===== src/rtl/ecs_pkg.sv =====
package ecs_pkg;

  typedef struct packed {
    logic mul;
    logic rem;
  } div_en_t;

  localparam int PADDR_W = 3;
  localparam logic [0:0] CFG_ZONE_OFFSET = 1'b0;
  localparam logic [16:0] ZONE_RESET = 17'd32400;

  localparam int SOD_LOW_W = 7;
  localparam int DAY_HI_W = 17;
  localparam int Q_HI_W = 8;
  localparam int DIV_SOD_HI = 675;
  localparam int SECS_PER_HOUR = 3600;
  localparam int SECS_PER_MIN = 60;
  localparam int DAYS_PER_WEEK = 7;
  localparam int WEEKDAY_SHIFT = 3;
  localparam int DAYS_TO_EPOCH = 719468;
  localparam int EPOCH_DAYS_W = 20;
  localparam int DAYS_400Y = 146097;
  localparam int DAYS_100Y = 36524;
  localparam int DAYS_4Y = 1461;
  localparam int DAYS_1Y = 365;
  localparam int LEAP_N = 4;
  localparam logic [3:0] MONTH_FEB = 4'd2;
  localparam logic [4:0] DAY_LEAP = 5'd29;
  localparam logic [3:0] MONTH_JAN_IDX = 4'd10;

  localparam logic [8:0] MONTH_START [12] = '{
    9'd0, 9'd31, 9'd61, 9'd92, 9'd122, 9'd153,
    9'd184, 9'd214, 9'd245, 9'd275, 9'd306, 9'd337
  };

endpackage


===== src/rtl/ecs_cdiv.sv =====
module ecs_cdiv #(
  parameter int W  = 17,
  parameter int D  = 675,
  parameter int QW = 8
) (
  input  logic                  clk,
  input  ecs_pkg::div_en_t      en,
  input  logic [W-1:0]          x,
  output logic [QW-1:0]         q,
  output logic [$clog2(D)-1:0]  r
);

  localparam int L  = $clog2(D);
  localparam int K  = W + L;
  localparam int MW = W + 1;
  localparam int PW = W + MW;
  localparam int QF = PW - K;
  localparam logic [63:0] M = ((64'd1 << K) + 64'(D) - 64'd1) / 64'(D);

  logic [L-1:0]    x_lo;
  logic [PW-1:0]   prod;
  logic [QF-1:0]   q_full;
  logic [QF+L-1:0] qd;

  assign q_full = prod[PW-1:K];
  assign qd     = (QF+L)'(q_full) * (QF+L)'(D);

  always_ff @(posedge clk) begin
    if (en.mul) begin
      x_lo <= x[L-1:0];
      prod <= PW'(x) * PW'(M[MW-1:0]);
    end
    if (en.rem) begin
      q <= q_full[QW-1:0];
      r <= x_lo - qd[L-1:0];
    end
  end

endmodule


===== src/rtl/epoch_seconds_to_calendar.sv =====
// Converts a Unix time in seconds to the local Gregorian date and time of day. The signed
// zone offset (APB register 0, reset +9 hours) is added first; when the adjusted time is
// negative, out_of_range is set and all other fields read zero. Weekday counts 0 for
// Monday. The block takes one beat per cycle while epoch_stall is low; the depth is set by
// the chain of constant-reciprocal multiply and remainder stages that split seconds into
// days and days into 400-, 100- and 4-year cycles, with compares for the single years.
// Stages refill as they drain, so input beats keep flowing while a result waits until
// every stage holds a beat; then epoch_stall follows result_stall in the same cycle.
module epoch_seconds_to_calendar #(
  parameter int TIME_BITS = 40
) (
  input  logic                          clk,
  input  logic                          rst,
  input  logic                          psel,
  input  logic                          penable,
  input  logic                          pwrite,
  input  logic [ecs_pkg::PADDR_W-1:0]   paddr,
  input  logic [31:0]                   pwdata,
  output logic [31:0]                   prdata,
  output logic                          pready,
  input  logic                          epoch_valid,
  output logic                          epoch_stall,
  input  logic [TIME_BITS-1:0]          epoch_seconds,
  output logic                          result_valid,
  input  logic                          result_stall,
  output logic [15:0]                   year,
  output logic [3:0]                    month,
  output logic [4:0]                    day_of_month,
  output logic [4:0]                    hour,
  output logic [5:0]                    minute,
  output logic [5:0]                    second,
  output logic [2:0]                    weekday,
  output logic                          out_of_range
);

  localparam int NS    = 14;
  localparam int AW    = TIME_BITS + 2;
  localparam int T1    = TIME_BITS + 1;
  localparam int SPLIT = T1 - ecs_pkg::SOD_LOW_W - ecs_pkg::DAY_HI_W;
  localparam int VW    = SPLIT + $clog2(ecs_pkg::DIV_SOD_HI);
  localparam int DW    = SPLIT + ecs_pkg::Q_HI_W;
  localparam int DDW   = ((DW > ecs_pkg::EPOCH_DAYS_W) ? DW : ecs_pkg::EPOCH_DAYS_W) + 1;
  localparam int Q400F = DDW + 1 - $clog2(ecs_pkg::DAYS_400Y);
  localparam int Q400W = (Q400F < 8) ? Q400F : 8;

  logic [16:0] zone_offset_seconds;

  logic [NS:1]   vld;
  logic [NS+1:1] en;
  logic [NS-1:1] neg;

  logic [AW-1:0] adj;
  logic [T1-1:0] t_s1;
  logic [SPLIT-1:0] ul_s2, ul_s3;
  logic [ecs_pkg::SOD_LOW_W-1:0] low_s2, low_s3, low_s4, low_s5;
  logic [7:0] q1a, q1_s4, q1_s5;
  logic [9:0] r1a, r2b;
  logic [SPLIT-1:0] q2b;
  logic [DW-1:0] days_s6;
  logic [DDW-1:0] dd_s6;
  logic [16:0] sod_s6;
  logic [2:0] r7;
  logic [Q400W-1:0] q400, q400_s9, q400_s10, q400_s11, q400_s12;
  logic [17:0] r400;
  logic [4:0] q3600, hour_s9, hour_s10, hour_s11, hour_s12, hour_s13;
  logic [11:0] r3600;
  logic [3:0] wsum;
  logic [2:0] wd_s9, wd_s10, wd_s11, wd_s12, wd_s13;
  logic [5:0] q60, r60, min_s11, min_s12, min_s13, sec_s11, sec_s12, sec_s13;
  logic [2:0] q100, n100_s11, n100_s12;
  logic [15:0] r100;
  logic [4:0] q1461;
  logic [10:0] r1461;
  logic [2:0] n1;
  logic [8:0] r1_s13;
  logic leap_s13;
  logic [15:0] yrp_s13;

  logic [3:0]  mi;
  logic [3:0]  mon_next;
  logic [4:0]  dom_next;
  logic [15:0] yr_next;

  // configuration port
  assign pready = 1'b1;
  assign prdata = (paddr[2] == ecs_pkg::CFG_ZONE_OFFSET)
                ? {{15{zone_offset_seconds[16]}}, zone_offset_seconds} : 32'd0;

  always_ff @(posedge clk) begin
    if (rst) begin
      zone_offset_seconds <= ecs_pkg::ZONE_RESET;
    end else if (psel && penable && pwrite && pready &&
                 paddr[2] == ecs_pkg::CFG_ZONE_OFFSET) begin
      zone_offset_seconds <= pwdata[16:0];
    end
  end

  // handshake: a stage advances when empty or when the next one advances
  assign en[NS+1]     = !result_stall;
  assign epoch_stall  = !en[1];
  assign result_valid = vld[NS];

  for (genvar s = 1; s <= NS; s++) begin : g_en
    assign en[s] = !vld[s] || en[s+1];
  end

  always_ff @(posedge clk) begin
    if (rst) begin
      vld <= '0;
    end else begin
      if (en[1]) vld[1] <= epoch_valid;
      for (int s = 2; s <= NS; s++) begin
        if (en[s]) vld[s] <= vld[s-1];
      end
    end
  end

  always_ff @(posedge clk) begin
    for (int s = 2; s < NS; s++) begin
      if (en[s]) neg[s] <= neg[s-1];
    end
    if (en[1]) neg[1] <= adj[AW-1];
  end

  assign adj = {2'b00, epoch_seconds} + {{(AW-17){zone_offset_seconds[16]}}, zone_offset_seconds};

  // seconds to days: divide by 128 and then by 675 in two chunks
  ecs_cdiv #(.W(ecs_pkg::DAY_HI_W), .D(ecs_pkg::DIV_SOD_HI), .QW(8)) u_div_a (
    .clk (clk),
    .en  ('{mul: en[2], rem: en[3]}),
    .x   (t_s1[T1-1 -: ecs_pkg::DAY_HI_W]),
    .q   (q1a),
    .r   (r1a)
  );

  ecs_cdiv #(.W(VW), .D(ecs_pkg::DIV_SOD_HI), .QW(SPLIT)) u_div_b (
    .clk (clk),
    .en  ('{mul: en[4], rem: en[5]}),
    .x   ({r1a, ul_s3}),
    .q   (q2b),
    .r   (r2b)
  );

  ecs_cdiv #(.W(DW), .D(ecs_pkg::DAYS_PER_WEEK), .QW(1)) u_div_wk (
    .clk (clk),
    .en  ('{mul: en[7], rem: en[8]}),
    .x   (days_s6),
    .q   (),
    .r   (r7)
  );

  ecs_cdiv #(.W(DDW), .D(ecs_pkg::DAYS_400Y), .QW(Q400W)) u_div_400 (
    .clk (clk),
    .en  ('{mul: en[7], rem: en[8]}),
    .x   (dd_s6),
    .q   (q400),
    .r   (r400)
  );

  ecs_cdiv #(.W(17), .D(ecs_pkg::SECS_PER_HOUR), .QW(5)) u_div_hr (
    .clk (clk),
    .en  ('{mul: en[7], rem: en[8]}),
    .x   (sod_s6),
    .q   (q3600),
    .r   (r3600)
  );

  ecs_cdiv #(.W(12), .D(ecs_pkg::SECS_PER_MIN), .QW(6)) u_div_min (
    .clk (clk),
    .en  ('{mul: en[9], rem: en[10]}),
    .x   (r3600),
    .q   (q60),
    .r   (r60)
  );

  ecs_cdiv #(.W(18), .D(ecs_pkg::DAYS_100Y), .QW(3)) u_div_100 (
    .clk (clk),
    .en  ('{mul: en[9], rem: en[10]}),
    .x   (r400),
    .q   (q100),
    .r   (r100)
  );

  ecs_cdiv #(.W(16), .D(ecs_pkg::DAYS_4Y), .QW(5)) u_div_4 (
    .clk (clk),
    .en  ('{mul: en[11], rem: en[12]}),
    .x   (r100),
    .q   (q1461),
    .r   (r1461)
  );

  assign wsum = {1'b0, r7} + 4'(ecs_pkg::WEEKDAY_SHIFT);

  always_comb begin
    if (r1461 >= 11'(4 * ecs_pkg::DAYS_1Y)) begin
      n1 = 3'd4;
    end else if (r1461 >= 11'(3 * ecs_pkg::DAYS_1Y)) begin
      n1 = 3'd3;
    end else if (r1461 >= 11'(2 * ecs_pkg::DAYS_1Y)) begin
      n1 = 3'd2;
    end else if (r1461 >= 11'(ecs_pkg::DAYS_1Y)) begin
      n1 = 3'd1;
    end else begin
      n1 = 3'd0;
    end
  end

  always_ff @(posedge clk) begin
    if (en[1]) begin
      t_s1 <= adj[T1-1:0];
    end
    if (en[2]) begin
      ul_s2  <= t_s1[ecs_pkg::SOD_LOW_W +: SPLIT];
      low_s2 <= t_s1[ecs_pkg::SOD_LOW_W-1:0];
    end
    if (en[3]) begin
      ul_s3  <= ul_s2;
      low_s3 <= low_s2;
    end
    if (en[4]) begin
      q1_s4  <= q1a;
      low_s4 <= low_s3;
    end
    if (en[5]) begin
      q1_s5  <= q1_s4;
      low_s5 <= low_s4;
    end
    if (en[6]) begin
      days_s6 <= {q1_s5, q2b};
      dd_s6   <= DDW'({q1_s5, q2b}) + DDW'(ecs_pkg::DAYS_TO_EPOCH);
      sod_s6  <= {r2b, low_s5};
    end
    if (en[9]) begin
      wd_s9   <= (wsum >= 4'(ecs_pkg::DAYS_PER_WEEK))
               ? 3'(wsum - 4'(ecs_pkg::DAYS_PER_WEEK)) : wsum[2:0];
      hour_s9 <= q3600;
      q400_s9 <= q400;
    end
    if (en[10]) begin
      wd_s10   <= wd_s9;
      hour_s10 <= hour_s9;
      q400_s10 <= q400_s9;
    end
    if (en[11]) begin
      wd_s11   <= wd_s10;
      hour_s11 <= hour_s10;
      q400_s11 <= q400_s10;
      min_s11  <= q60;
      sec_s11  <= r60;
      n100_s11 <= q100;
    end
    if (en[12]) begin
      wd_s12   <= wd_s11;
      hour_s12 <= hour_s11;
      q400_s12 <= q400_s11;
      min_s12  <= min_s11;
      sec_s12  <= sec_s11;
      n100_s12 <= n100_s11;
    end
    if (en[13]) begin
      wd_s13   <= wd_s12;
      hour_s13 <= hour_s12;
      min_s13  <= min_s12;
      sec_s13  <= sec_s12;
      r1_s13   <= 9'(r1461 - 11'(n1) * 11'(ecs_pkg::DAYS_1Y));
      leap_s13 <= (n100_s12 == 3'(ecs_pkg::LEAP_N)) || (n1 == 3'(ecs_pkg::LEAP_N));
      yrp_s13  <= 16'(q400_s12) * 16'd400 + 16'(n100_s12) * 16'd100
                + 16'(q1461) * 16'd4 + 16'(n1);
    end
  end

  // month from the March-based table of month starts
  always_comb begin
    mi = 4'd0;
    for (int j = 1; j < 12; j++) begin
      if (r1_s13 >= ecs_pkg::MONTH_START[j]) mi = 4'(j);
    end
    dom_next = 5'(r1_s13 - ecs_pkg::MONTH_START[mi] + 9'd1);
    mon_next = mi + 4'd3;
    yr_next  = yrp_s13;
    if (leap_s13) begin
      mon_next = ecs_pkg::MONTH_FEB;
      dom_next = ecs_pkg::DAY_LEAP;
    end else if (mi >= ecs_pkg::MONTH_JAN_IDX) begin
      mon_next = mi - 4'd9;
      yr_next  = yrp_s13 + 16'd1;
    end
  end

  always_ff @(posedge clk) begin
    if (en[NS]) begin
      if (neg[NS-1]) begin
        year         <= '0;
        month        <= '0;
        day_of_month <= '0;
        hour         <= '0;
        minute       <= '0;
        second       <= '0;
        weekday      <= '0;
        out_of_range <= 1'b1;
      end else begin
        year         <= yr_next;
        month        <= mon_next;
        day_of_month <= dom_next;
        hour         <= hour_s13;
        minute       <= min_s13;
        second       <= sec_s13;
        weekday      <= wd_s13;
        out_of_range <= 1'b0;
      end
    end
  end

  a_no_stall_through: assert property (@(posedge clk) disable iff (rst)
    !result_stall |-> !epoch_stall)
    else $error("input stalled while output drains");

  a_date_sane: assert property (@(posedge clk) disable iff (rst)
    result_valid && !out_of_range |->
      month >= 4'd1 && month <= 4'd12 && day_of_month >= 5'd1 &&
      hour <= 5'd23 && minute <= 6'd59 && second <= 6'd59 && weekday <= 3'd6)
    else $error("calendar field out of range");

  a_oor_zero: assert property (@(posedge clk) disable iff (rst)
    result_valid && out_of_range |->
      year == 16'd0 && month == 4'd0 && day_of_month == 5'd0 && hour == 5'd0 &&
      minute == 6'd0 && second == 6'd0 && weekday == 3'd0)
    else $error("out-of-range beat carries nonzero fields");

endmodule

===== config.mk =====
export PLATFORM = sky130hd
export DESIGN_NAME = epoch_seconds_to_calendar
export DESIGN_NICKNAME = d
export VERILOG_FILES = /design/src/rtl/ecs_pkg.sv /design/src/rtl/ecs_cdiv.sv /design/src/rtl/epoch_seconds_to_calendar.sv
export SDC_FILE = /design/constraint.sdc
export NUM_CORES = 2
export LEC_CHECK = 0
export BUFFER_PORTS_ARGS = -buffer_cell sky130_fd_sc_hd__buf_2
export CAP_MARGIN = 20
export CORE_MARGIN = 5
export CORE_UTILIZATION = 70
export CTS_CLUSTER_DIAMETER = 80
export DETAILED_ROUTE_END_ITERATION = 7
export GPL_ROUTABILITY_DRIVEN = 0
export PLACE_DENSITY = 0.88
export SETUP_SLACK_MARGIN = 0.5
export SYNTH_ARGS = -nofsm -noshare
export SYNTH_HDL_FRONTEND = slang
export SYNTH_SLANG_ARGS = --single-unit

===== constraint.sdc =====
create_clock -name clk -period 10.8 [get_ports clk]
set_input_delay 0 -clock clk [delete_from_list [all_inputs] [get_ports clk]]
set_output_delay 0 -clock clk [all_outputs]
set_load 0.01 [all_outputs]

# [Word-level counts from Yosys, hierarchy flattened]
# Memory sizes are Yosys's and may differ from the RTL's.
# Cells that the tools add are included.
# Widths: inputs -> output; s select.
[op_classes] n_addsub=21 n_eq_ne=2 mul=19 n_reduce_logical=35 n_lt_le_gt_ge=18 muxes=25 bitwise_logic=2
[op_table] cell="$mul 27x28->55 const B" n=1
[op_table] cell="$mul 25x26->51 const B" n=1
[op_table] cell="$mul 26x24->50 const B" n=1
[op_table] cell="$mux 4" n=11
[op_table] cell="$add 41x17->42" n=1
[op_table] cell="$mul 18x19->37 const B" n=1
[op_table] cell="$ge 9x8->1 const B" n=4
[op_table] cell="$mul 17x18->35 const B" n=1
[op_table] cell="$mul 17x17->34 const B" n=1
[op_table] cell="$mux 16" n=2
[op_table] cell="$mux 32" n=1
[op_table] cell="$mul 16x15->31 const B" n=1
[op_table] cell="$ge 9x9->1 const B" n=3
[op_table] cell="$add 25x20->26 const B" n=1
[op_table] cell="$mul 12x12->24 const B" n=1
[op_table] cell="$mul 23x3->3 const B" n=1
[op_table] cell="$ge 11x11->1 const B" n=2
[op_table] cell="$sub 10x10->10" n=2
[op_table] cell="$ge 9x7->1 const B" n=2
[op_table] cell="$mul 18x10->10 const B" n=1
[op_table] cell="$mul 9x18->18 const B" n=1
[op_table] cell="$sub 18x18->18" n=1
[op_table] cell="$add 16x1->16 const B" n=1
[op_table] cell="$add 16x10->16" n=1
[op_table] cell="other kinds (40)" n=79
[word_totals] regBits=958 rom_bits=144 mem_count=1 output_inout_bits=81
[memory_table] memory="(no name shown)" depth=16 word_bits=9 rd=1 rd_ports_with_merged_regs=0 wr=0 line="epoch_seconds_to_calendar.sv:278" source="dom_next = 5'(r1_s13 - ecs_pkg::MONTH_START[mi] + 9'd1);"

# [Longest topological paths before layout]
[depth] ltp_word=19 ltp_mapped=24 mapped_depth_nobuf=23

# [Modules after synthesis]
# Synthesis repeated with hierarchy kept, for this count alone.
[unflattened] cells_unflattened=7295 hier_area_um2=81365.5
[by_module_without_submodules] mod="epoch_seconds_to_calendar" n_inst=1 seq_area_each_um2=12151.7 area_each_um2=18674.2 cells_per_inst=1363
[by_module_without_submodules] mod="ecs_cdiv (u_div_400)" n_inst=1 seq_area_each_um2=1591.5 area_each_um2=14167.3 cells_per_inst=1317
[by_module_without_submodules] mod="ecs_cdiv (u_div_b)" n_inst=1 seq_area_each_um2=1621.6 area_each_um2=13023.7 cells_per_inst=1241
[by_module_without_submodules] mod="ecs_cdiv (u_div_100)" n_inst=1 seq_area_each_um2=1141.1 area_each_um2=7913.8 cells_per_inst=742
[by_module_without_submodules] mod="ecs_cdiv (u_div_a)" n_inst=1 seq_area_each_um2=1081.0 area_each_um2=7124.3 cells_per_inst=700
[by_module_without_submodules] mod="ecs_cdiv (u_div_4)" n_inst=1 seq_area_each_um2=991.0 area_each_um2=6680.2 cells_per_inst=602
[by_module_without_submodules] mod="ecs_cdiv (u_div_hr)" n_inst=1 seq_area_each_um2=1051.0 area_each_um2=6035.8 cells_per_inst=571
[by_module_without_submodules] mod="ecs_cdiv (u_div_wk)" n_inst=1 seq_area_each_um2=300.3 area_each_um2=5471.5 cells_per_inst=562
[by_module_without_submodules] mod="ecs_cdiv (u_div_min)" n_inst=1 seq_area_each_um2=720.7 area_each_um2=2274.7 cells_per_inst=197

# [Worst setup path after synthesis]
# OpenSTA, ideal clock, no wires.
[synth_timing] path_type="register to register" startpoint="register dd_s6[3]" endpoint="register u_div_400.prod[51], data pin" setup_ns=0.262 stages_incl_launch_ff=22 setup_slack_ns=4.594 required_time_ns=10.538 arrival_ns=5.944 period_less_slack_ns=6.206 path_cell_list="edfxtp_1 -> inv_1 -> fa_1 -> inv_1 -> fa_1 -> inv_1 -> fa_1 -> fa_1 -> fa_1 -> fa_1 -> fa_1 -> inv_1 -> ha_1 -> a21o_1 -> a21o_1 -> a21o_1 -> nor2_1 -> o21a_1 -> o21ai_0 -> a31oi_1 -> o21bai_1 -> xor2_1"
[synth_via] elab_chain_cells=1
[synth_lines] item="start, declared" line="epoch_seconds_to_calendar.sv:60" source="logic [DDW-1:0] dd_s6;"
[synth_lines] item="start signal, assigned" line="epoch_seconds_to_calendar.sv:230" source="dd_s6 <= DDW'({q1_s5, q2b}) + DDW'(ecs_pkg::DAYS_TO_EPOCH);"
[synth_lines] item="$mul 26x24->50" line="ecs_cdiv.sv:31" source="prod <= PW'(x) * PW'(M[MW-1:0]);"
[synth_lines] item="end signal, assigned" line="ecs_cdiv.sv:31"
[synth_lines] item="end, declared" line="ecs_cdiv.sv:21" source="logic [PW-1:0] prod;"
# No other way between the ends.
# A chain may end at the register's enable or synchronous reset.

# [Final worst setup path]
[layout_timing] startpoint="register ul_s3[7]" endpoint="register u_div_b.prod[52], data pin"
[layout_via] elab_chain_cells=1
[layout_lines] item="start, declared" line="epoch_seconds_to_calendar.sv:54" source="logic [SPLIT-1:0] ul_s2, ul_s3;"
[layout_lines] item="start signal, assigned" line="epoch_seconds_to_calendar.sv:217" source="ul_s3 <= ul_s2;"
[layout_lines] item="$mul 27x28->55" line="ecs_cdiv.sv:31"
[layout_lines] item="end signal, assigned" line="ecs_cdiv.sv:31"
[layout_lines] item="end, declared" line="ecs_cdiv.sv:21"
# No other way between the ends.

==> metrics.md <==
| Metric | Value |
|---|---|
| Clk root buf | `clkbuf_16` |
| DR iter-0 viols | `about 3,800` |
| Adder-cell share of the synthesized area | `between 50 and 60%` |
| Crit path largest cell delay | `between 0.8 and 0.9 ns` |
| CP Buf/Inv Count | `6` |
| Post-synth EDFFs | `roughly 660` |
| Synth Area in XOR/XNOR | `3.392%` |
| DRT antenna net count | `0` |
| Most used cell along the critical path | `inv_1` |
| Unique masters post-synth | `89` |
| Die X | `around 340 µm` |
| Most frequent cells in the layout | `1,694 x inv_1, 1,625 x ha_1, 1,006 x fa_1, 664 x edfxtp_1, 216 x a21oi_1` |
| FFs w/ async S/R, synth | `0%` |
| P&R area growth vs syn | `7.560%` |
| Ant. Diodes | `0` |
| Util after Layout | `about 76%` |
| Sequential cell area fraction in the yosys report | `between 20% and 30%` |
| Setup Viol. Count Final | `0` |
| Core footprint | `approximately 110,000 µm²` |
| Mapped Cells | `approximately 6,700` |
| Routed vias/inst | `just under 6` |
| Fmax achieved | `about 140 MHz` |
| Mux cell area share after synthesis | `0.1216%` |
| Worst r2r src | `ul_s3[7]$_DFFE_PP_` |
| Nets@finish | `a little under 10,000` |
| CTS tree | `built` |
| Cts bufs inserted | `between 70 and 80` |
| WL final | `about 180,000 µm` |
| Tot GR Track Use | `between 30% and 40%` |
| Largest net degree at the start of global routing | `about 70` |
| Setup tns final | `0 ns` |
| DP Cell Count | `8,326` |
| Synth top area share | `around 26%` |
| Final period util | `67.43%` |
| Hold endpoint | `zone_offset_seconds[15]$_SDFFE_PP0P_` |
| Critical path class | `reg -> reg` |
| Post-route DRC | `0` |
| Run status | `completed` |
| Synthesized cell area | `~78,000 µm²` |
| Cell Area, Placed | `~80,000 µm²` |
| Final Instance Area | `about 84,000 µm²` |
| Post-cts resize count | `0` |
| Compound-Gate Fraction of Synth Area | `a little under 6%` |
| Max-cap viol count | `0` |
| Final Hold Vio Count | `0` |
| Number of I/O pins | `163` |
| Relative slew slack | `between 20% and 30%` |
| Worst reg2reg path endpoint | `u_div_b.prod[52]$_DFFE_PP_` |
| Global-route wire length before repair | `294,300 µm` |
| Htree depth | `3` |
| Synth area leader | `ha_1` |
| Crit path cell chain | `inv_1 > ha_1 > inv_1 > fa_1 > ha_1 > inv_1 > fa_1 > inv_1 > fa_1 > inv_1 > fa_1 > inv_1 > fa_1 > ha_1 > a21o_1 > a21o_1 > a21oi_1 > o21ai_0 > o31ai_1 > a31oi_1 > a211o_1 > a21oi_1 > xnor2_1` |
| Critical Path AT | `between 7 and 8 ns` |
| Setup slack, reg-to-reg | `~3.5 ns` |
| Layout cells sized above 1 | `4.732%` |
| Startpoint Class | `register` |
| Clock Latency Late Sink | `0.67 ns` |
| Congestion Overflow GR | `0` |
| Post-CTS setup buffer count | `0` |
| #FFs+latches synth | `slightly below 700` |
| Drt pass-1 iters | `6` |
| Min Tclk post-route | `7.282 ns` |
| Avg Cell Area, Syn | `~12 µm²` |
| Worst Hold Class | `in -> reg` |
| Cell count along the critical path | `23` |
| Largest family of logic cells by synthesized area | `adder cells` |
| Hold Crit Start | `penable` |
| Area contributors post-synth | `ha_1 26%, fa_1 26%, edfxtp_1 25%` |
| Std-Cell Rows | `roughly 120` |
| Max clock buf depth | `3` |
| RSZ-0062 raised after global routing | `no` |
| Max FO, Critical Path | `10` |
| Initial Utilization | `70.59%` |
| Worst setup EP type | `register` |
| Hold path depth | `4` |
| Clock sinks | `between 600 and 700` |
| Vias in the first global route | `~57,000` |
| CTS Hold Buffers Added | `between 70 and 80` |
| Most common cell after layout, fill and taps aside | `inv_1` |
| Clock-pin slew on the worst setup and hold paths | `~0.06 ns` |
| CP delay by family, top | `adder cells` |
| Yosys warns | `0` |
| Die height | `344.3 µm` |
| Worst-Margin Slew | `~1.1 ns` |
| Critical Path RT | `~11 ns` |
| Non-Filler Instances | `between 8,000 and 9,000` |
| Layout Skew | `0.02237 ns` |
| Slowest CP cell | `edfxtp_1` |
| Drt wl/cell | `approximately 21 µm` |
| Pins Over Slew Limit | `0` |
| Via Count | `50,980` |
| Predominant post-synthesis flop cell | `edfxtp_1` |
| Simple-Gate Fraction of Synth Area | `under 10%` |
| Worst R2R Path Depth | `23` |
| Die ar. | `~120,000 µm²` |
| Detail Placement HPWL | `approximately 140,000 µm` |
| Initial antenna violation count | `3` |
| # port buffers | `144` |
==> per-layer routing <==
layer | GRT usage (%) | up-vias | share of wire [%]
met4 | 15.51 | 0 | 6.3
met2 | 55.73 | 2458 | 50
met3 | 5.475 | 821 | 8.0
met5 | 0 | - | 0
met1 | 37.87 | 25100 | 36
li1 | - | 22600 | -
==> worst min-delay path, cell delays in order <==
cell	delay (ns)
buf_2	0.10
and4b_1	0.37
nand2_1	0.16
a21oi_1	0.05
==> how the worst max path moves through the flow <==
stage | start | to | slack (ns)
3_3_place_gp | dd_s6[14]$_DFFE_PP_ | u_div_400.prod[51]$_DFFE_PP_ | 3.48
2_1_floorplan | dd_s6[3]$_DFFE_PP_ | u_div_400.prod[51]$_DFFE_PP_ | 4.59
3_5_place_dp | ul_s3[7]$_DFFE_PP_ | u_div_b.prod[52]$_DFFE_PP_ | 3.74
4_1_cts | ul_s3[7]$_DFFE_PP_ | u_div_b.prod[52]$_DFFE_PP_ | 3.70
6_report | ul_s3[7]$_DFFE_PP_ | u_div_b.prod[52]$_DFFE_PP_ | 3.52
5_1_grt | days_s6[1]$_DFFE_PP_ | u_div_400.prod[51]$_DFFE_PP_ | 3.30
==> registers in the layout (all words and copies together), names as in the netlist, 17 cells and up <==
signal / count
u_div_b.prod: 21
u_div_b.q: 17
ul_s3: 17
ul_s2: 17
t_s1: 41
zone_offset_seconds: 17
sod_s6: 17
days_s6: 25
dd_s6: 24
u_div_400.r: 18
==> area by class of cell <==
| type | count | area [µm²] |
|---|---|---|
| fillers | 6198 | 26680 |
| repair buffers | 235 | 1662 |
| multi-input cells | 4290 | 51080 |
| flip-flops and latches | 695 | 20560 |
| clock buffers | 85 | 1957 |
| inverters | 1698 | 6374 |
| clock inverters | 55 | 646.9 |
| well taps | 1488 | 1862 |
==> stage by stage <==
step / worst slack [ns] / hold slack (ns)
6_report: 3.518 / 0.05952
4_1_cts: 3.702 / 0.001337
3_3_place_gp: 3.475 / 0.2096
2_1_floorplan: 4.594 / 0.04641
5_1_grt: 3.302 / 0.08166
3_5_place_dp: 3.737 / 0.2145
==> Yosys cell counts, types with 26 or more instances <==
master    instances
a21oi_1         216
a21o_1          140
clkbuf_1         26
xnor2_1         209
nor2_1          150
fa_1           1006
o21ai_0         114
xor2_1           94
nand3_1          47
dfxtp_1          31
edfxtp_1        664
and3_1           26
o21bai_1         44
nand4_1          37
inv_1          1698
ha_1           1625
nand2_1         155
nor3_1           44
o21a_1           30
nor2b_1          65
nand2b_1         29
==> logic make-up after synthesis <==
family | Yosys count
AOI/OAI and AO/OA | 711
muxes | 9
and+or+nand+nor | 633
buffers and inverters | 1745
adders and majority gates | 2631
xor gates and xnor gates | 303
other | 1
DFF | 695
Power is left out: the tool's default activity adds up to more than one toggle a clock period on the data nets, which glitch-free logic cannot reach.
